### src/rtl/rob_pkg.sv
package rob_pkg;

	localparam int FRAC_BITS = 16;
	localparam int DIST_W    = 48;
	localparam int COORD_W   = 32;
	localparam int DIR_W     = 18;
	localparam int THR_W     = 16;
	localparam int FAR_W     = DIST_W - 1;
	localparam int DELTA_W   = COORD_W + 1;
	localparam int EP_W      = COORD_W + DELTA_W;
	localparam int FP_W      = COORD_W + DIR_W;
	localparam int E_W       = EP_W - FRAC_BITS + 2;
	localparam int F_W       = FP_W - FRAC_BITS + 2;
	localparam int NUM_W     = E_W + 1;
	localparam int QM_W      = DIST_W - 1;
	localparam int QSH       = QM_W - FRAC_BITS;
	localparam int SAT_W     = F_W + QSH;
	localparam int MCNT_W    = $clog2(COORD_W);
	localparam int DCNT_W    = $clog2(QM_W);
	localparam int CFG_IDX_W = 3;

	localparam logic [CFG_IDX_W-1:0] REG_ORIGIN_X = 3'd0;
	localparam logic [CFG_IDX_W-1:0] REG_ORIGIN_Y = 3'd1;
	localparam logic [CFG_IDX_W-1:0] REG_ORIGIN_Z = 3'd2;
	localparam logic [CFG_IDX_W-1:0] REG_DIR_X    = 3'd3;
	localparam logic [CFG_IDX_W-1:0] REG_DIR_Y    = 3'd4;
	localparam logic [CFG_IDX_W-1:0] REG_DIR_Z    = 3'd5;
	localparam logic [CFG_IDX_W-1:0] REG_THRESH   = 3'd6;
	localparam logic [CFG_IDX_W-1:0] REG_FAR      = 3'd7;

	localparam logic [1:0] AXIS_START = 2'd0;
	localparam logic [1:0] AXIS_END   = 2'd2;
	localparam logic [1:0] AXIS_SKIP  = 2'd3;

	localparam logic [DIR_W-1:0] DIR_Z_RESET  = DIR_W'(65536);
	localparam logic [THR_W-1:0] THR_RESET    = THR_W'(66);
	localparam logic [FAR_W-1:0] FAR_RESET    = FAR_W'(64'd6553600000);

	localparam logic signed [DIST_W-1:0] DIST_MAX = {1'b0, {(DIST_W-1){1'b1}}};
	localparam logic signed [DIST_W-1:0] DIST_MIN = {1'b1, {(DIST_W-1){1'b0}}};

endpackage

### src/rtl/rob_mul.sv
module rob_mul (
	input  logic clk,
	input  logic arst_n,
	input  logic start,
	input  logic signed [rob_pkg::COORD_W-1:0] axis_x,
	input  logic signed [rob_pkg::COORD_W-1:0] axis_y,
	input  logic signed [rob_pkg::COORD_W-1:0] axis_z,
	input  logic signed [rob_pkg::DELTA_W-1:0] delta_x,
	input  logic signed [rob_pkg::DELTA_W-1:0] delta_y,
	input  logic signed [rob_pkg::DELTA_W-1:0] delta_z,
	input  logic signed [rob_pkg::DIR_W-1:0]   dir_x,
	input  logic signed [rob_pkg::DIR_W-1:0]   dir_y,
	input  logic signed [rob_pkg::DIR_W-1:0]   dir_z,
	output logic done,
	output logic signed [rob_pkg::E_W-1:0] e,
	output logic signed [rob_pkg::F_W-1:0] f
);
	import rob_pkg::*;

	logic busy_q, sum_q, done_q;
	logic [MCNT_W-1:0] cnt_q;
	logic [COORD_W-1:0] ax_q, ay_q, az_q;
	logic signed [EP_W-1:0] mex_q, mey_q, mez_q, aex_q, aey_q, aez_q;
	logic signed [FP_W-1:0] mfx_q, mfy_q, mfz_q, afx_q, afy_q, afz_q;
	logic signed [E_W-1:0] e_q;
	logic signed [F_W-1:0] f_q;
	logic last;

	// serial multiply: multiplier bit of weight 2^(n-1) is negative
	function automatic logic signed [EP_W-1:0] step_e(input logic signed [EP_W-1:0] acc,
		input logic signed [EP_W-1:0] m, input logic b, input logic neg);
		logic signed [EP_W-1:0] add;
		add = b ? m : '0;
		return neg ? acc - add : acc + add;
	endfunction

	function automatic logic signed [FP_W-1:0] step_f(input logic signed [FP_W-1:0] acc,
		input logic signed [FP_W-1:0] m, input logic b, input logic neg);
		logic signed [FP_W-1:0] add;
		add = b ? m : '0;
		return neg ? acc - add : acc + add;
	endfunction

	function automatic logic signed [E_W-1:0] shr_e(input logic signed [EP_W-1:0] v);
		logic signed [EP_W-1:0] s;
		s = v >>> FRAC_BITS;
		return s[E_W-1:0];
	endfunction

	function automatic logic signed [F_W-1:0] shr_f(input logic signed [FP_W-1:0] v);
		logic signed [FP_W-1:0] s;
		s = v >>> FRAC_BITS;
		return s[F_W-1:0];
	endfunction

	assign last = (cnt_q == MCNT_W'(COORD_W - 1));

	always_ff @(posedge clk or negedge arst_n) begin
		if (!arst_n) begin
			busy_q <= 1'b0;
			sum_q  <= 1'b0;
			done_q <= 1'b0;
			cnt_q  <= '0;
		end else begin
			done_q <= 1'b0;
			if (start) begin
				busy_q <= 1'b1;
				sum_q  <= 1'b0;
				cnt_q  <= '0;
			end else if (busy_q) begin
				cnt_q <= cnt_q + 1'b1;
				if (last) begin
					busy_q <= 1'b0;
					sum_q  <= 1'b1;
				end
			end else if (sum_q) begin
				sum_q  <= 1'b0;
				done_q <= 1'b1;
			end
		end
	end

	always_ff @(posedge clk) begin
		if (start) begin
			ax_q  <= axis_x;
			ay_q  <= axis_y;
			az_q  <= axis_z;
			mex_q <= EP_W'(delta_x);
			mey_q <= EP_W'(delta_y);
			mez_q <= EP_W'(delta_z);
			mfx_q <= FP_W'(dir_x);
			mfy_q <= FP_W'(dir_y);
			mfz_q <= FP_W'(dir_z);
			aex_q <= '0;
			aey_q <= '0;
			aez_q <= '0;
			afx_q <= '0;
			afy_q <= '0;
			afz_q <= '0;
		end else if (busy_q) begin
			aex_q <= step_e(aex_q, mex_q, ax_q[0], last);
			aey_q <= step_e(aey_q, mey_q, ay_q[0], last);
			aez_q <= step_e(aez_q, mez_q, az_q[0], last);
			afx_q <= step_f(afx_q, mfx_q, ax_q[0], last);
			afy_q <= step_f(afy_q, mfy_q, ay_q[0], last);
			afz_q <= step_f(afz_q, mfz_q, az_q[0], last);
			mex_q <= mex_q <<< 1;
			mey_q <= mey_q <<< 1;
			mez_q <= mez_q <<< 1;
			mfx_q <= mfx_q <<< 1;
			mfy_q <= mfy_q <<< 1;
			mfz_q <= mfz_q <<< 1;
			ax_q  <= ax_q >> 1;
			ay_q  <= ay_q >> 1;
			az_q  <= az_q >> 1;
		end
		if (sum_q) begin
			e_q <= shr_e(aex_q) + shr_e(aey_q) + shr_e(aez_q);
			f_q <= shr_f(afx_q) + shr_f(afy_q) + shr_f(afz_q);
		end
	end

	assign done = done_q;
	assign e    = e_q;
	assign f    = f_q;

endmodule

### src/rtl/rob_div.sv
module rob_div (
	input  logic clk,
	input  logic arst_n,
	input  logic start,
	input  logic [rob_pkg::NUM_W-1:0] n,
	input  logic [rob_pkg::F_W-1:0]   d,
	input  logic neg,
	output logic done,
	output logic signed [rob_pkg::DIST_W-1:0] t
);
	import rob_pkg::*;

	logic busy_q, fin_q, done_q, sat_q, neg_q;
	logic [DCNT_W-1:0] cnt_q;
	logic [F_W-1:0] d_q, rem_q;
	logic [QM_W-1:0] sh_q;
	logic signed [DIST_W-1:0] t_q;
	logic sat;
	logic [F_W:0] r2, diff;
	logic ge;

	// quotient reaches 2^47 exactly when n >= d * 2^31
	assign sat  = {{(SAT_W-NUM_W){1'b0}}, n} >= {d, {QSH{1'b0}}};
	assign r2   = {rem_q, sh_q[QM_W-1]};
	assign ge   = r2 >= {1'b0, d_q};
	assign diff = r2 - {1'b0, d_q};

	always_ff @(posedge clk or negedge arst_n) begin
		if (!arst_n) begin
			busy_q <= 1'b0;
			fin_q  <= 1'b0;
			done_q <= 1'b0;
			cnt_q  <= '0;
		end else begin
			done_q <= 1'b0;
			if (start) begin
				busy_q <= !sat;
				fin_q  <= sat;
				cnt_q  <= '0;
			end else if (busy_q) begin
				cnt_q <= cnt_q + 1'b1;
				if (cnt_q == DCNT_W'(QM_W - 1)) begin
					busy_q <= 1'b0;
					fin_q  <= 1'b1;
				end
			end else if (fin_q) begin
				fin_q  <= 1'b0;
				done_q <= 1'b1;
			end
		end
	end

	always_ff @(posedge clk) begin
		if (start) begin
			sat_q <= sat;
			neg_q <= neg;
			d_q   <= d;
			rem_q <= F_W'(n[NUM_W-1:QSH]);
			sh_q  <= {n[QSH-1:0], {FRAC_BITS{1'b0}}};
		end else if (busy_q) begin
			rem_q <= ge ? diff[F_W-1:0] : r2[F_W-1:0];
			sh_q  <= {sh_q[QM_W-2:0], ge};
		end
		if (fin_q) begin
			if (sat_q)
				t_q <= neg_q ? DIST_MIN : DIST_MAX;
			else
				t_q <= neg_q ? -$signed({1'b0, sh_q}) : $signed({1'b0, sh_q});
		end
	end

	assign done = done_q;
	assign t    = t_q;

endmodule

### src/rtl/ray_obb_slab_test_core.sv
// Flow: a word for a parallel axis passes the multiply, decide and finish states; when
// both plane distances are divided it also passes two divisions, and an already missed box
// goes straight to finish; a saturating quotient skips the divider's iterations.
// Throughput: one axis word in flight; a new word is taken only once the core is back in
// idle, which is held off further while the result stalls.
// Reset: async active low; registers take their reset values, box state cleared.
module ray_obb_slab_test_core (
	input  logic clk,
	input  logic arst_n,
	input  logic in_valid,
	output logic in_stall,
	input  logic [1:0] axis_index,
	input  logic signed [rob_pkg::COORD_W-1:0] axis_x,
	input  logic signed [rob_pkg::COORD_W-1:0] axis_y,
	input  logic signed [rob_pkg::COORD_W-1:0] axis_z,
	input  logic signed [rob_pkg::COORD_W-1:0] center_x,
	input  logic signed [rob_pkg::COORD_W-1:0] center_y,
	input  logic signed [rob_pkg::COORD_W-1:0] center_z,
	input  logic signed [rob_pkg::COORD_W-1:0] slab_lo,
	input  logic signed [rob_pkg::COORD_W-1:0] slab_hi,
	output logic out_valid,
	input  logic out_stall,
	output logic hit,
	output logic [rob_pkg::FAR_W-1:0] entry_distance,
	input  logic cfg_valid,
	output logic cfg_ready,
	input  logic [rob_pkg::CFG_IDX_W-1:0] cfg_index,
	input  logic [rob_pkg::FAR_W-1:0] cfg_data
);
	import rob_pkg::*;

	localparam logic [2:0] ST_IDLE = 3'd0;
	localparam logic [2:0] ST_MUL  = 3'd1;
	localparam logic [2:0] ST_DEC  = 3'd2;
	localparam logic [2:0] ST_DIV1 = 3'd3;
	localparam logic [2:0] ST_DIV2 = 3'd4;
	localparam logic [2:0] ST_FIN  = 3'd5;

	logic [2:0] state_q;
	logic signed [COORD_W-1:0] org_x_q, org_y_q, org_z_q;
	logic signed [DIR_W-1:0] dir_x_q, dir_y_q, dir_z_q;
	logic [THR_W-1:0] thr_q;
	logic [FAR_W-1:0] far_lim_q;

	logic [1:0] idx_q;
	logic signed [COORD_W-1:0] lo_q, hi_q;
	logic signed [DIST_W-1:0] near_q, far_q, t1_q;
	logic missed_q;
	logic out_valid_q, hit_q;
	logic [FAR_W-1:0] entry_q;

	logic accept, eff_missed, mul_start, mul_done, div_start, div_done, div_neg;
	logic signed [DELTA_W-1:0] dx, dy, dz;
	logic signed [E_W-1:0] e;
	logic signed [F_W-1:0] f;
	logic [F_W-1:0] fa;
	logic signed [NUM_W-1:0] num1, num2, num_sel;
	logic [NUM_W-1:0] num_mag;
	logic signed [DIST_W-1:0] div_t, tmin, tmax, new_far, new_near;
	logic par, emit_ok, emit;

	assign in_stall  = (state_q != ST_IDLE);
	assign cfg_ready = 1'b1;
	assign accept    = in_valid && !in_stall;
	assign eff_missed = (axis_index == AXIS_START) ? 1'b0 : missed_q;
	assign mul_start = accept && (axis_index != AXIS_SKIP) && !eff_missed;

	assign dx = DELTA_W'(center_x) - DELTA_W'(org_x_q);
	assign dy = DELTA_W'(center_y) - DELTA_W'(org_y_q);
	assign dz = DELTA_W'(center_z) - DELTA_W'(org_z_q);

	rob_mul u_mul (
		.clk(clk), .arst_n(arst_n), .start(mul_start),
		.axis_x(axis_x), .axis_y(axis_y), .axis_z(axis_z),
		.delta_x(dx), .delta_y(dy), .delta_z(dz),
		.dir_x(dir_x_q), .dir_y(dir_y_q), .dir_z(dir_z_q),
		.done(mul_done), .e(e), .f(f)
	);

	assign fa      = f[F_W-1] ? F_W'(-f) : F_W'(f);
	assign num1    = NUM_W'(e) + NUM_W'(lo_q);
	assign num2    = NUM_W'(e) + NUM_W'(hi_q);
	assign par     = !(fa > F_W'(thr_q));
	assign num_sel = (state_q == ST_DEC) ? num1 : num2;
	assign num_mag = num_sel[NUM_W-1] ? NUM_W'(-num_sel) : NUM_W'(num_sel);
	assign div_neg = num_sel[NUM_W-1] ^ f[F_W-1];
	assign div_start = ((state_q == ST_DEC) && !par) || ((state_q == ST_DIV1) && div_done);

	rob_div u_div (
		.clk(clk), .arst_n(arst_n), .start(div_start),
		.n(num_mag), .d(fa), .neg(div_neg),
		.done(div_done), .t(div_t)
	);

	assign tmin     = (t1_q > div_t) ? div_t : t1_q;
	assign tmax     = (t1_q > div_t) ? t1_q : div_t;
	assign new_far  = (tmax < far_q) ? tmax : far_q;
	assign new_near = (tmin > near_q) ? tmin : near_q;
	assign emit_ok  = !out_valid_q || !out_stall;
	assign emit     = (state_q == ST_FIN) && (idx_q == AXIS_END) && emit_ok;

	always_ff @(posedge clk or negedge arst_n) begin
		if (!arst_n) begin
			org_x_q   <= '0;
			org_y_q   <= '0;
			org_z_q   <= '0;
			dir_x_q   <= '0;
			dir_y_q   <= '0;
			dir_z_q   <= DIR_Z_RESET;
			thr_q     <= THR_RESET;
			far_lim_q <= FAR_RESET;
		end else if (cfg_valid && cfg_ready) begin
			unique case (cfg_index)
				REG_ORIGIN_X: org_x_q   <= cfg_data[COORD_W-1:0];
				REG_ORIGIN_Y: org_y_q   <= cfg_data[COORD_W-1:0];
				REG_ORIGIN_Z: org_z_q   <= cfg_data[COORD_W-1:0];
				REG_DIR_X:    dir_x_q   <= cfg_data[DIR_W-1:0];
				REG_DIR_Y:    dir_y_q   <= cfg_data[DIR_W-1:0];
				REG_DIR_Z:    dir_z_q   <= cfg_data[DIR_W-1:0];
				REG_THRESH:   thr_q     <= cfg_data[THR_W-1:0];
				REG_FAR:      far_lim_q <= cfg_data;
				default: ;
			endcase
		end
	end

	always_ff @(posedge clk or negedge arst_n) begin
		if (!arst_n) begin
			state_q     <= ST_IDLE;
			idx_q       <= '0;
			near_q      <= '0;
			far_q       <= DIST_W'(FAR_RESET);
			missed_q    <= 1'b0;
			out_valid_q <= 1'b0;
		end else begin
			if (emit)
				out_valid_q <= 1'b1;
			else if (!out_stall)
				out_valid_q <= 1'b0;
			unique case (state_q)
				ST_IDLE: begin
					if (accept && (axis_index != AXIS_SKIP)) begin
						idx_q <= axis_index;
						if (axis_index == AXIS_START) begin
							near_q   <= '0;
							far_q    <= DIST_W'(far_lim_q);
							missed_q <= 1'b0;
						end
						state_q <= eff_missed ? ST_FIN : ST_MUL;
					end
				end
				ST_MUL: begin
					if (mul_done)
						state_q <= ST_DEC;
				end
				ST_DEC: begin
					if (par) begin
						if ((num1 > 0) || (num2 < 0))
							missed_q <= 1'b1;
						state_q <= ST_FIN;
					end else begin
						state_q <= ST_DIV1;
					end
				end
				ST_DIV1: begin
					if (div_done)
						state_q <= ST_DIV2;
				end
				ST_DIV2: begin
					if (div_done) begin
						far_q    <= new_far;
						near_q   <= new_near;
						if (new_far < new_near)
							missed_q <= 1'b1;
						state_q  <= ST_FIN;
					end
				end
				ST_FIN: begin
					if (idx_q != AXIS_END) begin
						state_q <= ST_IDLE;
					end else if (emit_ok) begin
						near_q      <= '0;
						far_q       <= DIST_W'(far_lim_q);
						missed_q    <= 1'b0;
						state_q     <= ST_IDLE;
					end
				end
				default: state_q <= ST_IDLE;
			endcase
		end
	end

	always_ff @(posedge clk) begin
		if (accept) begin
			lo_q <= slab_lo;
			hi_q <= slab_hi;
		end
		if ((state_q == ST_DIV1) && div_done)
			t1_q <= div_t;
		if (emit) begin
			hit_q   <= !missed_q;
			entry_q <= (missed_q || near_q[DIST_W-1]) ? '0 : near_q[FAR_W-1:0];
		end
	end

	assign out_valid      = out_valid_q;
	assign hit            = hit_q;
	assign entry_distance = entry_q;

endmodule

### config.mk
export PLATFORM = sky130hd
export DESIGN_NAME = ray_obb_slab_test_core
export DESIGN_NICKNAME = d
export VERILOG_FILES = /design/src/rtl/rob_pkg.sv /design/src/rtl/rob_mul.sv /design/src/rtl/rob_div.sv /design/src/rtl/ray_obb_slab_test_core.sv
export SDC_FILE = /design/constraint.sdc
export NUM_CORES = 2
export LEC_CHECK = 0
export BUFFER_PORTS_ARGS = -buffer_cell sky130_fd_sc_hd__buf_2
export CAP_MARGIN = 20
export CORE_MARGIN = 4
export CORE_UTILIZATION = 40
export CTS_CLUSTER_DIAMETER = 50
export DETAILED_ROUTE_END_ITERATION = 8
export PLACE_DENSITY_LB_ADDON = 0.25
export SLEW_MARGIN = 20
export SYNTH_ARGS = -nofsm -noshare
export SYNTH_HDL_FRONTEND = slang
export SYNTH_HIERARCHICAL = 1
export SYNTH_SLANG_ARGS = --single-unit
### constraint.sdc
create_clock -name clk -period 15.4 [get_ports clk]
set_input_delay 2.31 -clock clk [delete_from_list [all_inputs] [get_ports clk]]
set_output_delay 2.31 -clock clk [all_outputs]
set_load 0.005 [all_outputs]
==> results.md <==
- Total number of yosys warnings: 6
- CTS tree: built
- Delay-heaviest family, CP: compound AO/OA/AOI/OAI gates
- R2r startpoint: u_div/t[47]
- IO buf count: 362
- Post-Place Setup Slack: 5.946 ns
- EDFF count, synth: 826
- Total Routing Usage GR: 24.00%
- Buf/Inv on CP: 4
- Initial antenna violation count: 43
- Final Skew: 0.1035 ns
- Data required, critical path: 16.17 ns
- Max-Cap Viols: 0
- Fin crit share: 62.62%
- TNS Setup: 0 ns
- Grt ovf: 0
- RD Place Congestion: 0.9359
- Number of global-route vias before repair: 92610
- Setup CP Type: reg -> reg
- DRC: 0
- Worst reg2reg setup slack: 5.76 ns
- I/O Pins: 364
- Unrepaired setup endpoints after global routing: no
- Main synth FF type: edfxtp_1
- Outcome: finished clean
- CP max stage delay: 0.72 ns
- Layout cells sized above 1: 11.02%
- Crit start category: flip-flop
- Setup Viol. Count Final: 0
- Worst Tran Pin Value: 1.174 ns
- Maximum fanout along the worst path: 56
- Worst rel slew slack: 20.75%
- Routed Wire Length: 374800 um
- Mux contribution to synthesized area: 6.508%
- Final worst slack: 5.756 ns
- WP data arrival: 10.42 ns
- CTS buffer count: 241
- Register area share after synthesis: 35.00%
- Core region area: 0.2886 sq mm
- Initial drt markers: 9012
- Worst Setup EP: missed_q
- Initial Utilization: 40.28%
- Antenna-violating nets left: 0
- Xor/xnor cell area share of the yosys netlist: 6.636%
- Cells after Synth: 13120
- Layout area overhead: 11.89%
- Clk sink count: 1535
- Largest family of logic cells by synthesized area: compound AO/OA/AOI/OAI gates
- Syn_area_per_cell: 8.858 sq um
- Most frequent cells in the layout: 1326 x nand2_1, 1139 x o21ai_0, 974 x nor2_1
- First-pass GRT wire length: 566900 um
- Width of the die: 547.1 um
- R2r endpoint: missed_q
- Dpl hpwl: 278800 um
- DR vias/cell: 5.708
- NumNets Final: 14520
- Asr flop ratio synth: 21.69%
- Slowest-stage cell, CP: buf_4
- Die H: 547.1 um
- Clk Latency, worst-skew pair: 0.92 ns
- Compound-Gate Fraction of Synth Area: 20.61%
- Syn_nets: 14430
- Hold_buf cts: 0
- Synth Register Bits: 1535
- Critical Path Sink Type: flip-flop
- Class of the most critical hold timing path: reg -> reg
- Postcts setup bufs: 0
- Synth Area in Simple Gates: 15.21%
- Synth cell types: 130
- Clock Tree Buf Depth: 4
- Via count: 98860
- H-tree levels: 4
- Number of cell rows: 197
- Util after Layout: 45.06%
- Pins Over Slew Limit: 0
- Post-synthesis adder-cell area fraction: 11.31%
- CP startpoint: u_div/t[47]
- Minimum clock period: 9.644 ns
- First-pass DRT Iterations: 6
- Clock slew at reported path FFs: 0.06 ns
- Commonest non-fill, non-tap cell in the layout: nand2_1
- Die area: 0.2993 sq mm
- Reg2Reg Depth: 36
- Routed length per instance: 21.64 um
- Fmax: 103.7 MHz
- Largest net degree at the start of global routing: 148
- Clock root cell: clkbuf_16
- Hold slack: 0.4642 ns
- Post-CTS Resized: 0
- Hold Fails Final Rpt: 0
- Crit. path cell count: 36
- Post-Syn Area: 0.1163 sq mm
==> final cells by class <==
class	count	area [sq um]
sequential	1535	40700
timing repair buffer	467	2698
multi-input combinational	10160	70240
fill	28260	158600
clock buffer	283	6415
tap	3880	4855
inverter	808	3040
antenna	19	47.55
clock inverter	172	2073
==> how the worst min path moves through the flow <==
stage / startpoint / to / slack, ns / depth (start not counted)
finish: u_mul/afz_q[13] / u_mul/afz_q[13] / 0.46 / 2
global route: u_mul/afz_q[13] / u_mul/afz_q[13] / 0.49 / 2
CTS: u_mul/aey_q[10] / u_mul/aey_q[10] / 0.47 / 2
detailed placement: u_mul/aey_q[10] / u_mul/aey_q[10] / 0.45 / 2
global placement: u_mul/aey_q[10] / u_mul/aey_q[10] / 0.44 / 2
floorplan: u_mul/aex_q[13] / u_mul/aex_q[13] / 0.43 / 2
==> logic make-up (layout without fill, tap and decap cells) <==
logic type	after synthesis	after routing
compound gates	3793	3793
simple gates	3785	3785
flops	1535	1535
buf+inv	1432	1730
fa+ha+maj	993	993
xor+xnor	880	880
mux	705	705
other cells	1	20
==> per-layer routing <==
metal  share of wire [%]  track usage, %  wire [um]  vias to the layer above
met5               0.024               0         90                        -
met4                 2.7           6.109      10190                       14
met3                 7.2           3.744      26960                      476
met2                  43           36.99     162400                     3143
met1                  47           35.00     175200                    47120
li1                    -               -          -                    48110
==> worst min-delay path, cell delays in order (launching register included) <==
cell and delay, ns:
dfxtp_1 0.33, nand2_1 0.05, o21ai_0 0.05
==> synthesized netlist by cell type, types with 69 or more instances <==
cell      count  area [sq um]
nor4_1       90         563.0
a21o_1      429          3221
o21ai_0    1139          5700
nand2b_1    105         656.9
o21bai_1     90         675.7
a31oi_1     144         900.9
clkbuf_1    526          1974
xor2_1      392          3433
xnor2_1     487          4265
nor3_1      244          1221
nor2b_1     100         625.6
a21oi_1     913          4569
nand4_1     192          1201
o21a_1      103         773.2
nand3_1     263          1316
dfxtp_1     376          7527
o211ai_1    110         825.8
mux2_2      407          4583
mux2i_1     298          2983
fa_1         97          1942
edfxtp_1    826         24800
and3_1       89         556.8
and2_1       97         606.8
ha_1        895         11200
or3_1        92         575.6
buf_1        69         259.0
nand2_1    1326          4977
inv_1       806          3025
nor2_1      979          3675
a211oi_1    116         870.8
o31ai_1     104         780.8
dfrtp_1     318          7958
==> state kept, by name, indices dropped and copies added (netlist names), 47 cells and up <==
signal          cells
near_q             48
u_mul/aex_q        65
u_div/t            48
u_mul/mey_q        65
u_mul/e            51
u_mul/aez_q        65
t1_q               48
far_lim_q          47
entry_distance     47
u_mul/mfz_q        50
u_mul/mfy_q        50
u_mul/aey_q        65
u_mul/afy_q        50
u_mul/mez_q        65
far_q              48
u_div/sh_q         47
u_mul/mfx_q        50
u_mul/afx_q        50
u_mul/afz_q        50
u_mul/mex_q        65
==> stage by stage <==
stage | area (sq um) | instances
6_report | 130100 | 17320
3_5_place_dp | 121500 | 16850
5_1_grt | 130000 | 17310
2_1_floorplan | 116300 | 13120
3_3_place_gp | 121500 | 16850
4_1_cts | 130000 | 17300
Power is not shown: default switching activity piles up to over one toggle a cycle in this logic, so the estimate is an artifact.
